File: config.mk
export PLATFORM = sky130hd
export DESIGN_NAME = sha256_stream_hasher_top
export DESIGN_NICKNAME = d
export VERILOG_FILES = /design/src/design/sha_pkg.sv /design/src/design/sha256_stream_hasher_top.sv /design/src/design/sha_round.sv
export VERILOG_INCLUDE_DIRS = /design/src /design/src/design
export SDC_FILE = /design/constraint.sdc
export NUM_CORES = 2
export LEC_CHECK = 0
export BUFFER_PORTS_ARGS = -buffer_cell sky130_fd_sc_hd__buf_2
export CORE_ASPECT_RATIO = 1.2
export CORE_MARGIN = 8
export CORE_UTILIZATION = 50
export CTS_BUF_LIST = sky130_fd_sc_hd__clkbuf_8
export CTS_CLUSTER_SIZE = 25
export DETAILED_ROUTE_END_ITERATION = 10
export PLACE_DENSITY = 0.62
export SLEW_MARGIN = 20
export SYNTH_ARGS = -nofsm -noshare
export SYNTH_HDL_FRONTEND = slang
export SYNTH_SLANG_ARGS = --single-unit
File: constraint.sdc
create_clock -name clk -period 17.13 [get_ports clk]
set_clock_uncertainty 0.1 [all_clocks]
set_input_delay 0.8565 -clock clk [delete_from_list [all_inputs] [get_ports clk]]
set_output_delay 0.8565 -clock clk [all_outputs]
set_load 0.02 [all_outputs]
File: src/design/sha256_stream_hasher_top_macros.svh
// Assertion macros used by the hasher top module.
`ifndef SHA256_STREAM_HASHER_TOP_MACROS_SVH
`define SHA256_STREAM_HASHER_TOP_MACROS_SVH

// Implication checked on every clock edge outside reset.
`define SHA_ASSERT_IMP(label, ante, cons, msg) \
	label: assert property (@(posedge clk) disable iff (!arst_n) (ante) |-> (cons)) \
		else $error(msg);

// Implication whose consequent is checked in the following cycle.
`define SHA_ASSERT_NEXT(label, ante, cons, msg) \
	label: assert property (@(posedge clk) disable iff (!arst_n) (ante) |=> (cons)) \
		else $error(msg);

`endif

File: src/design/sha_pkg.sv
package sha_pkg;

	typedef enum logic [2:0] {
		ST_IDLE,
		ST_PAD,
		ST_ZERO,
		ST_LEN,
		ST_RUN,
		ST_EMIT
	} ctl_state_t;

	typedef struct packed {
		logic start;
		logic busy;
		logic done;
	} rnd_ctl_t;

	localparam logic [7:0] PAD_BYTE = 8'h80;
	localparam logic [5:0] LEN_POS = 6'd56;

	localparam logic [31:0] IV [8] = '{
		32'h6a09e667, 32'hbb67ae85, 32'h3c6ef372, 32'ha54ff53a,
		32'h510e527f, 32'h9b05688c, 32'h1f83d9ab, 32'h5be0cd19
	};

	localparam logic [31:0] RK [64] = '{
		32'h428a2f98, 32'h71374491, 32'hb5c0fbcf, 32'he9b5dba5,
		32'h3956c25b, 32'h59f111f1, 32'h923f82a4, 32'hab1c5ed5,
		32'hd807aa98, 32'h12835b01, 32'h243185be, 32'h550c7dc3,
		32'h72be5d74, 32'h80deb1fe, 32'h9bdc06a7, 32'hc19bf174,
		32'he49b69c1, 32'hefbe4786, 32'h0fc19dc6, 32'h240ca1cc,
		32'h2de92c6f, 32'h4a7484aa, 32'h5cb0a9dc, 32'h76f988da,
		32'h983e5152, 32'ha831c66d, 32'hb00327c8, 32'hbf597fc7,
		32'hc6e00bf3, 32'hd5a79147, 32'h06ca6351, 32'h14292967,
		32'h27b70a85, 32'h2e1b2138, 32'h4d2c6dfc, 32'h53380d13,
		32'h650a7354, 32'h766a0abb, 32'h81c2c92e, 32'h92722c85,
		32'ha2bfe8a1, 32'ha81a664b, 32'hc24b8b70, 32'hc76c51a3,
		32'hd192e819, 32'hd6990624, 32'hf40e3585, 32'h106aa070,
		32'h19a4c116, 32'h1e376c08, 32'h2748774c, 32'h34b0bcb5,
		32'h391c0cb3, 32'h4ed8aa4a, 32'h5b9cca4f, 32'h682e6ff3,
		32'h748f82ee, 32'h78a5636f, 32'h84c87814, 32'h8cc70208,
		32'h90befffa, 32'ha4506ceb, 32'hbef9a3f7, 32'hc67178f2
	};

	function automatic logic [31:0] ror32(input logic [31:0] x, input int n);
		ror32 = (x >> n) | (x << (32 - n));
	endfunction

endpackage

File: src/design/sha256_stream_hasher_top.sv
// Channel   Dir  tdata bits                   tuser/tlast
// s_axis    in   [7:0] data_byte              tuser byte_valid, tlast end_of_message
// m_axis    out  [31:0] digest_word           tuser word_index, tlast last_word
// Bytes are taken one per cycle while idle; each full block is then compressed by the round unit.
// End of message pads one byte per cycle to 64, then compresses; a second
// block is needed when fewer than nine bytes remain. Eight digest words follow.
// Input is not ready while padding, compressing or emitting; output stalls hold.
// Reset is asynchronous and restores the initial hash.
module sha256_stream_hasher_top import sha_pkg::*; (
	input  logic        clk,
	input  logic        arst_n,
	input  logic        s_axis_tvalid,
	output logic        s_axis_tready,
	input  logic [7:0]  s_axis_tdata,  // data_byte
	input  logic        s_axis_tuser,  // byte_valid
	input  logic        s_axis_tlast,  // end_of_message
	output logic        m_axis_tvalid,
	input  logic        m_axis_tready,
	output logic [31:0] m_axis_tdata,  // digest_word
	output logic [2:0]  m_axis_tuser,  // word_index
	output logic        m_axis_tlast   // last_word
);

`include "sha256_stream_hasher_top_macros.svh"

	ctl_state_t  state_q, state_d;
	logic [31:0] mem_q [16];
	logic [5:0]  fill_q;
	logic [63:0] len_q, lenlat_q;
	logic        eom_q;
	logic        final_q;
	logic        padded_q;
	logic [2:0]  idx_q;
	logic [3:0]  word_addr;
	logic        rdone;
	logic [31:0] hash_word [8];
	rnd_ctl_t    rctl;
	logic        acc;
	logic        wr_en;
	logic [5:0]  wr_addr;
	logic [7:0]  wr_data;
	logic [31:0] blk_word;

	assign acc = s_axis_tvalid && s_axis_tready;
	assign s_axis_tready = (state_q == ST_IDLE);
	assign blk_word = mem_q[word_addr];
	assign m_axis_tvalid = (state_q == ST_EMIT);
	assign m_axis_tdata = hash_word[idx_q];
	assign m_axis_tuser = idx_q;
	assign m_axis_tlast = (idx_q == 3'd7);

	always_comb begin
		state_d = state_q;
		rctl = '0;
		rctl.busy = (state_q == ST_RUN);
		wr_en = 1'b0;
		wr_addr = fill_q;
		wr_data = s_axis_tdata;
		unique case (state_q)
			ST_IDLE: begin
				if (acc && s_axis_tuser) begin
					wr_en = 1'b1;
					if (fill_q == 6'd63) begin
						rctl.start = 1'b1;
						state_d = ST_RUN;
					end else if (s_axis_tlast) begin
						state_d = ST_PAD;
					end
				end else if (acc && s_axis_tlast) begin
					state_d = ST_PAD;
				end
			end
			ST_PAD: begin
				wr_en = 1'b1;
				wr_data = PAD_BYTE;
				if (fill_q == 6'd63) begin
					rctl.start = 1'b1;
					state_d = ST_RUN;
				end else begin
					state_d = ST_ZERO;
				end
			end
			ST_ZERO: begin
				wr_en = 1'b1;
				wr_data = 8'h00;
				if (final_q && fill_q == LEN_POS) begin
					wr_data = lenlat_q[63:56];
					state_d = ST_LEN;
				end else if (fill_q == 6'd63) begin
					rctl.start = 1'b1;
					state_d = ST_RUN;
				end
			end
			ST_LEN: begin
				wr_en = 1'b1;
				wr_data = lenlat_q[8'(7'd63 - {fill_q[2:0], 3'd0}) -: 8];
				if (fill_q == 6'd63) begin
					rctl.start = 1'b1;
					state_d = ST_RUN;
				end
			end
			ST_RUN: begin
				if (rdone) begin
					if (!eom_q) begin
						state_d = ST_IDLE;
					end else if (final_q) begin
						state_d = ST_EMIT;
					end else if (padded_q) begin
						state_d = ST_ZERO;
					end else begin
						state_d = ST_PAD;
					end
				end
			end
			ST_EMIT: begin
				if (m_axis_tready && idx_q == 3'd7) begin
					rctl.done = 1'b1;
					state_d = ST_IDLE;
				end
			end
			default: state_d = ST_IDLE;
		endcase
	end

	always_ff @(posedge clk or negedge arst_n) begin
		if (!arst_n) begin
			state_q <= ST_IDLE;
			fill_q <= '0;
			len_q <= '0;
			lenlat_q <= '0;
			eom_q <= 1'b0;
			final_q <= 1'b0;
			padded_q <= 1'b0;
			idx_q <= '0;
		end else begin
			state_q <= state_d;
			if (wr_en) begin
				fill_q <= fill_q + 6'd1;
			end
			if (state_q == ST_IDLE && acc) begin
				eom_q <= s_axis_tlast;
				lenlat_q <= len_q + (s_axis_tuser ? 64'd8 : 64'd0);
				len_q <= len_q + (s_axis_tuser ? 64'd8 : 64'd0);
				final_q <= s_axis_tlast && !(s_axis_tuser && fill_q == 6'd63)
					&& (fill_q + {5'd0, s_axis_tuser}) < 6'd56;
			end
			if (state_q == ST_PAD) begin
				padded_q <= 1'b1;
			end
			if (state_q == ST_RUN && rdone && eom_q && !final_q) begin
				final_q <= 1'b1;
			end
			if (state_q == ST_EMIT && m_axis_tready) begin
				idx_q <= idx_q + 3'd1;
			end
			if (rctl.done) begin
				len_q <= '0;
				eom_q <= 1'b0;
				final_q <= 1'b0;
				padded_q <= 1'b0;
			end
		end
	end

	always_ff @(posedge clk) begin
		if (wr_en) begin
			mem_q[wr_addr[5:2]][{~wr_addr[1:0], 3'd0} +: 8] <= wr_data;
		end
	end

	sha_round u_round (
		.clk       (clk),
		.arst_n    (arst_n),
		.ctl_in    (rctl),
		.blk_word  (blk_word),
		.word_addr (word_addr),
		.done      (rdone),
		.hash_word (hash_word)
	);

	`SHA_ASSERT_IMP(a_no_ready_emit, m_axis_tvalid, !s_axis_tready, "ready while emitting")
	`SHA_ASSERT_IMP(a_done_in_run, rdone, state_q == ST_RUN, "round done outside run")
	`SHA_ASSERT_NEXT(a_start_run, rctl.start, state_q == ST_RUN, "start without run")
	`SHA_ASSERT_IMP(a_fill_zero_emit, m_axis_tvalid, fill_q == 6'd0, "fill not empty at emit")

endmodule

File: src/design/sha_round.sv
module sha_round import sha_pkg::*; (
	input  logic        clk,
	input  logic        arst_n,
	input  rnd_ctl_t    ctl_in,
	input  logic [31:0] blk_word,
	output logic [3:0]  word_addr,
	output logic        done,
	output logic [31:0] hash_word [8]
);

	logic [31:0] h_q [8];
	logic [31:0] v_q [8];
	logic [31:0] w_q [16];
	logic [6:0]  cnt_q;
	logic        run_q;
	logic        fin_q;
	logic [5:0]  t;
	logic [31:0] w, w2, w15, s0, s1, t1, t2, a, e;

	assign t = cnt_q[5:0];
	assign word_addr = t[3:0];
	assign done = fin_q;
	assign hash_word = h_q;

	always_comb begin
		w2 = w_q[4'(t - 6'd2)];
		w15 = w_q[4'(t - 6'd15)];
		s1 = ror32(w2, 17) ^ ror32(w2, 19) ^ (w2 >> 10);
		s0 = ror32(w15, 7) ^ ror32(w15, 18) ^ (w15 >> 3);
		if (t < 6'd16) begin
			w = blk_word;
		end else begin
			w = s1 + w_q[4'(t - 6'd7)] + s0 + w_q[t[3:0]];
		end
		a = v_q[0];
		e = v_q[4];
		t1 = v_q[7] + (ror32(e, 6) ^ ror32(e, 11) ^ ror32(e, 25))
			+ ((e & v_q[5]) ^ (~e & v_q[6])) + RK[t] + w;
		t2 = (ror32(a, 2) ^ ror32(a, 13) ^ ror32(a, 22))
			+ ((a & v_q[1]) ^ (a & v_q[2]) ^ (v_q[1] & v_q[2]));
	end

	always_ff @(posedge clk or negedge arst_n) begin
		if (!arst_n) begin
			run_q <= 1'b0;
			fin_q <= 1'b0;
			cnt_q <= '0;
			h_q <= IV;
		end else begin
			fin_q <= 1'b0;
			if (ctl_in.start) begin
				run_q <= 1'b1;
				cnt_q <= '0;
				v_q <= h_q;
			end else if (run_q) begin
				w_q[t[3:0]] <= w;
				v_q[7] <= v_q[6];
				v_q[6] <= v_q[5];
				v_q[5] <= v_q[4];
				v_q[4] <= v_q[3] + t1;
				v_q[3] <= v_q[2];
				v_q[2] <= v_q[1];
				v_q[1] <= v_q[0];
				v_q[0] <= t1 + t2;
				cnt_q <= cnt_q + 7'd1;
				if (t == 6'd63) begin
					run_q <= 1'b0;
				end
			end else if (cnt_q == 7'd64) begin
				for (int j = 0; j < 8; j++) begin
					h_q[j] <= h_q[j] + v_q[j];
				end
				cnt_q <= '0;
				fin_q <= 1'b1;
			end else if (ctl_in.done) begin
				h_q <= IV;
			end
		end
	end

endmodule
# Word level (Yosys, flattened, before mapping)
# Memories as Yosys holds them, arrays and structs flattened.
# Index checks and enable logic that the tools add are counted.
# totals
regBits,664
ramBits,1024
mem_bits_ro,2048
inputBits,14
mem_count,3
# mem_list
memory,depth,width,read_ports,rd_clocked_by_memory_dff,write_ports,line,text
(name not given),64,32,1,0,0,sha_round.sv:38,+ ((e & v_q[5]) ^ (~e & v_q[6])) + RK[t] + w;
mem_q,16,32,1,0,1,sha256_stream_hasher_top.sv:27,logic [31:0] mem_q [16];
u_round.w_q,16,32,4,0,1,sha_round.sv:13,logic [31:0] w_q [16];
# classes
addsub,28
order_cmp,4
eq_ne,14
shifts,3
n_mux,57
bitwise,32
n_reduce_logical,28
# op_table
op,count
$mux 256,4
$add 32x32->32,18
$xor 32x32->32,9
$mux 32,6
$and 32x32->32,5
$mux 64,2
$bmux 32 s3,1
$shiftx 71x9->8,1
$add 64x4->64,1
$mux 3,11
$not 32->32,1
$or 10x32->32,1
$or 13x32->32,1
$or 14x32->32,1
$or 15x32->32,1
$or 19x32->32,1
$or 21x32->32,1
$or 25x32->32,1
$or 26x32->32,1
$or 30x32->32,1
$or 7x32->32,1
$shift 8x7->32 const A,1
$shiftx 8x7->32,1
$xor 32x22->32,1
45 further kinds,94

# Depth between registers and ports, before layout
# An unclocked memory read counts as a cell.
# depth
word_depth,13
depth_mapped,56

# By module
# A second synthesis with hierarchy kept.
# hier_totals
hier_cells,8484
hier_area_um2,106106.8
# modules_own_cells
mod,instances,cells_each,area_per_inst_um2,seq_area_each_um2
sha_round,1,6617,76392.0,29863.6
sha256_stream_hasher_top,1,1867,29714.7,18803.0

# Worst setup path before layout
# No wires, ideal clock.
# synth_path
kind,flip-flop to flip-flop
start,register u_round.cnt_q[1]
end,"register u_round.v_q, in the netlist u_round.a[31], data pin"
setup_time_ns,0.260
arrival_time_ns,12.852
required_ns,16.770
path_slack_ns,3.918
stages_incl_launch_ff,52
path_buffers,8
path_cell_list,dfrtp_1 > clkbuf_1 > inv_1 > clkbuf_1 > clkbuf_1 > clkbuf_1 > buf_1 > clkbuf_1 > ha_1 > clkbuf_1 > clkbuf_1 > mux4_2 > xor2_1 > xnor2_1 > fa_1 > fa_1 > inv_1 > ha_1 > [16 not listed] > and3_1 > nand2_1 > or3_1 > o21ai_0 > a41o_1 > o21a_1 > nor2_1 > xnor2_1 > fa_1 > ha_1 > or2_2 > a21oi_1 > a31oi_1 > nand4_1 > nand4b_1 > a21oi_1 > xnor3_1 > mux2_2
# synth_between
elab_chain_cells,13
# synth_rtl
element,line,text
start: declaration,sha_round.sv:14,logic [6:0] cnt_q;
start signal: assignment,sha_round.sv:65,cnt_q <= cnt_q + 7'd1;
$sub 4x2->4,sha_round.sv:26,w2 = w_q[4'(t - 6'd2)];
$mem_v2 16x32,--,
$or 15x32->32 / $or 13x32->32 (equally long branches),sha_pkg.sv:46,ror32 = (x >> n) | (x << (32 - n));
$xor 32x32->32,sha_round.sv:28,"s1 = ror32(w2, 17) ^ ror32(w2, 19) ^ (w2 >> 10);"
$xor 32x22->32,sha_round.sv:28,
$add 32x32->32 (3 in series),sha_round.sv:33,w = s1 + w_q[4'(t - 6'd7)] + s0 + w_q[t[3:0]];
$mux 32,sha_round.sv:30,if (t < 6'd16) begin
$add 32x32->32 (*),sha_round.sv:38,
$add 32x32->32 (*),sha_round.sv:64,v_q[0] <= t1 + t2;
$mux 256 (*),sha_round.sv:55,end else if (run_q) begin
$mux 256 (*),sha_round.sv:51,if (ctl_in.start) begin
end signal: assignment,sha_round.sv:54,v_q <= h_q;
end: declaration,sha_round.sv:12,logic [31:0] v_q [8];
# Every way passes the cells marked *; elsewhere a longest branch is shown, timed or not. The select of a mux whose other input is x is not followed.
# A chain may end at the register's enable or synchronous reset.

# Final worst setup path
# layout_path
start,register u_round.cnt_q[0]
end,"register u_round.v_q, in the netlist u_round.a[31], data pin"
# The elaborated chain is that of the path after synthesis.

==> results by group <==
Final layout
  • Final nets: 9,608
  • Design Area, Final: between 100,000 and 150,000 µm²
  • Register Area: between 40,000 and 50,000 µm²
  • Area of the multi-input gates: roughly 53,000 µm²
  • Area grow syn2layout: 8.210%
  • Fill count: between 15,000 and 20,000
  • Fraction of layout cells with a size suffix above 1: 0.1508

Worst setup path
  • Crit path max fanout: approximately 140
  • Reg2reg path depth: 45
  • Delay-heaviest family, CP: compound AO/OA/AOI/OAI gates
  • CP peak stage delay: between 0.7 and 0.8 ns
  • Worst setup EP type: flip-flop
  • Worst Setup Start Kind: flip-flop
  • Slowest-stage cell, CP: buf_4
  • CP dominant cell by count: fa_1
  • Worst Path Arrival: around 15 ns
  • Crit Path Class: flip-flop to flip-flop
  • Req. time, crit path: 17.83 ns
  • Stages on worst setup path: 45
  • Worst path buffer plus inverter count: 4

Floorplan
  • # IOs: 52
  • Site Rows: 184
  • Core footprint: 209,000 µm²
  • Die area: 224,600 µm²
  • Initial Util: 0.5015
  • Die span in y: 517.6 µm
  • Die Width: 434 µm

Synthesis
  • Adder-cell share of the synthesized area: 0.08674
  • Ys flop type: edfxtp_1
  • Post-synth cell types: roughly 80
  • Sequential area share after synthesis: 0.4642
  • Syn_nets: just under 10,000
  • Post-synth EDFFs: 1,280
  • Largest family of logic cells by synthesized area: multiplexers
  • Post-Synth Simple-Gate Area: 0.1007
  • Cell with the most instances after synthesis: edfxtp_1
  • Syn_area_per_cell: 11.60 µm²
  • Post-synth top area share: 0.3666
  • Xor and xnor area share after synthesis: 0.05746
  • Syn Inst Count: 9,034
  • Compound-cell area share of the yosys netlist: 0.1155
  • Most instantiated cells after synthesis: 1,280 x edfxtp_1, 1,103 x nand2_1, 665 x a21oi_1, 658 x nor2_1, 551 x mux4_2
  • Multiplexer share of the synthesized area: 0.1421
  • Cell accounting for the most synthesized area: edfxtp_1
  • Synth area leaders: edfxtp_1 37%, mux4_2 12%, dfrtp_1 6.3%, ha_1 4.8%, nand2_1 3.9%
  • Synth Warn #: 0
  • Synth async-reset ratio: 0.2390
  • Mapped Area: 104,800 µm²
  • Seq cells post-synth: 1,682

Pwr
  • Clock share of power: 0.450
  • Sw Pwr: 1.740 mW
  • Int Power: between 6 and 7 mW
  • Switching part of the total: 0.2189
  • Worst VDD drop: 0.07835 mV
  • Combinational share of power: 0.004
  • Leakage Power: 41.01 nW
  • Pwr Density: 70.08 nW/µm²
  • Seq pwr share: 0.547

Routing
  • Drt drc: 0
  • Total Wirelength: around 340,000 µm
  • Drt first-iter violations: 7,461
  • Final ANT Viol Nets: 0
  • Vias per cell: 6.334
  • Drt pass-1 iters: 6
  • Vias: roughly 76,000
  • Routed len/inst: 28.26 µm

STA
  • Final setup fails: 0
  • Fin. max-slew vios: 0
  • Rel. slew slack: 0.1768
  • Period utilization: 0.8418
  • Setup WS post-layout: 2.711 ns
  • RSZ-0062 raised after global routing: no
  • Worst-Margin Slew: 1.235 ns
  • Fin crit period: around 14 ns
  • Setup_tns: 0 ns
  • Fmax: 69.35 MHz
  • Final hold viol count: 0

CTS
  • Clk root buf: clkbuf_8
  • Worst-Skew Late Latency: 1.10 ns
  • Clk buf depth: 4
  • Sinks on Clock Net: 1,682
  • CTS tree: built
  • Clock-pin transition on the worst setup and hold timing paths: 0.06 ns
  • Total CTS buffers: 300
  • CTS HTree Levels: 5
  • Cts repair resizes: 0

Global route
  • Initial antenna violation count: 9
  • Total track usage: 0.2947
  • Global route overflow: 0
  • Largest net degree at the start of global routing: 137
  • First-pass GRT wire length: around 500,000 µm
  • Vias in the first global route: 75,890

Place
  • I/O Buffers: 51
  • Routability cong.: 0.9765
  • Hpwl dp: 238,800 µm
  • DP Area: 107,900 µm²
  • Dpl ws: 2.885 ns

Hold path
  • Hold path depth: 4
  • Worst Hold Class: input pin to flip-flop

Run
  • Maximum Capacitance Violations: 0

Status
  • Status: finished, final reports clean
-- sequential cells by signal, indices dropped and copies added, names as in the netlist --
register / count
len_q: 61
u_round.a: 32
lenlat_q: 61
u_round.e: 32
padded_q: 1
u_round.cnt_q: 7
u_round.done: 1
state_q: 3
u_round.v_q: 192
u_round.hash_word: 256
eom_q: 1
fill_q: 6
final_q: 1
u_round.w_q: 512
m_axis_tuser: 3
u_round.run_q: 1
mem_q: 512
-- cell type report --
cell class,count,share of cell area
Timing Repair Buffer,194,0.01253
Antenna cell,3,0.00006618
Clock inverter,188,0.009044
Sequential cell,1682,0.4292
Clock buffer,322,0.03907
Tap cell,2790,0.03077
Inverter,375,0.01252
Multi-Input combinational cell,6444,0.4668
-- path summary, 6_finish.rpt --
kind | from | end | slack [ns]
min reg2reg | lenlat_q[21] | lenlat_q[21] | 0.37
max reg2reg | u_round.cnt_q[0] | u_round.a[31] | 2.71
min in group asynchronous | arst_n | u_round.hash_word[36] | 0.22
min | s_axis_tuser | lenlat_q[3] | 0.16
max in group asynchronous | arst_n | lenlat_q[45] | 13.41
max | u_round.cnt_q[0] | u_round.a[31] | 2.71
-- tightest hold or removal path: stages --
cell     delay [ns]
buf_2          0.19
ha_1           0.16
nand2_1        0.06
nand2_1        0.05
-- metal layers --
layer	up-vias	track usage	share of wire
li1	33420	-	-
met1	38280	0.3775	0.39
met3	847	0.05066	0.075
met4	2	0.1448	0.058
met5	-	0	0.000038
met2	3450	0.4854	0.48
-- power groups by stage --
stage | sequential, mW | clock, mW | combinational, mW
6_report | 4.35 | 3.58 | 0.0281
5_1_grt | 4.34 | 3.80 | 0.0317
4_1_cts | 4.35 | 3.63 | 0.0295
3_5_place_dp | 4.43 | 0 | 0.0289
3_3_place_gp | 4.43 | 0 | 0.0290
2_1_floorplan | 4.43 | 0 | 0.00104
-- kinds of logic after synthesis --
family                     Yosys count
and+or+nand+nor                   2424
muxes                              786
buffers and inverters              908
adders and majority gates          613
xor gates and xnor gates           682
AOI/OAI and AO/OA                 1939
DFF                               1682
-- per-stage QoR --
step | total power, mW | std cells | util | hold slack [ns]
final | 7.950 | 12000 | 0.5427 | 0.1637
after global routing | 8.179 | 12000 | 0.5427 | 0.09680
after CTS | 8.009 | 12000 | 0.5426 | 0.03211
after detailed placement | 4.456 | 11480 | 0.5164 | 0.3662
after global placement | 4.456 | 11480 | 0.5164 | 0.3587
after floorplan | 4.428 | 9034 | - | 0.3407
-- cell usage in the layout, fill, tap and decap left out, types with 76 or more instances in the layout --
cell | synthesis | layout
edfxtp_1 | 1280 | 1280
nand2_1 | 1103 | 1100
a21oi_1 | 665 | 665
nor2_1 | 658 | 644
mux4_2 | 551 | 551
inv_1 | 373 | 458
o21ai_0 | 420 | 416
xnor2_1 | 399 | 399
ha_1 | 402 | 398
clkbuf_8 | 0 | 322
xor2_1 | 278 | 278
dfrtp_1 | 266 | 257
fa_1 | 195 | 195
a21o_1 | 182 | 182
mux2i_1 | 177 | 177
a211oi_1 | 147 | 146
dfstp_2 | 136 | 136
nor2b_1 | 134 | 134
nand3_1 | 134 | 134
buf_4 | 6 | 134
nor3_1 | 80 | 76
-- repair_timing --
item                                   in CTS  in global routing
setup buffers                               0                  0
endpoints found under the hold margin      32                  0
hold buffers                                3                  0
Note: power is estimated with default switching activity, not from simulation.
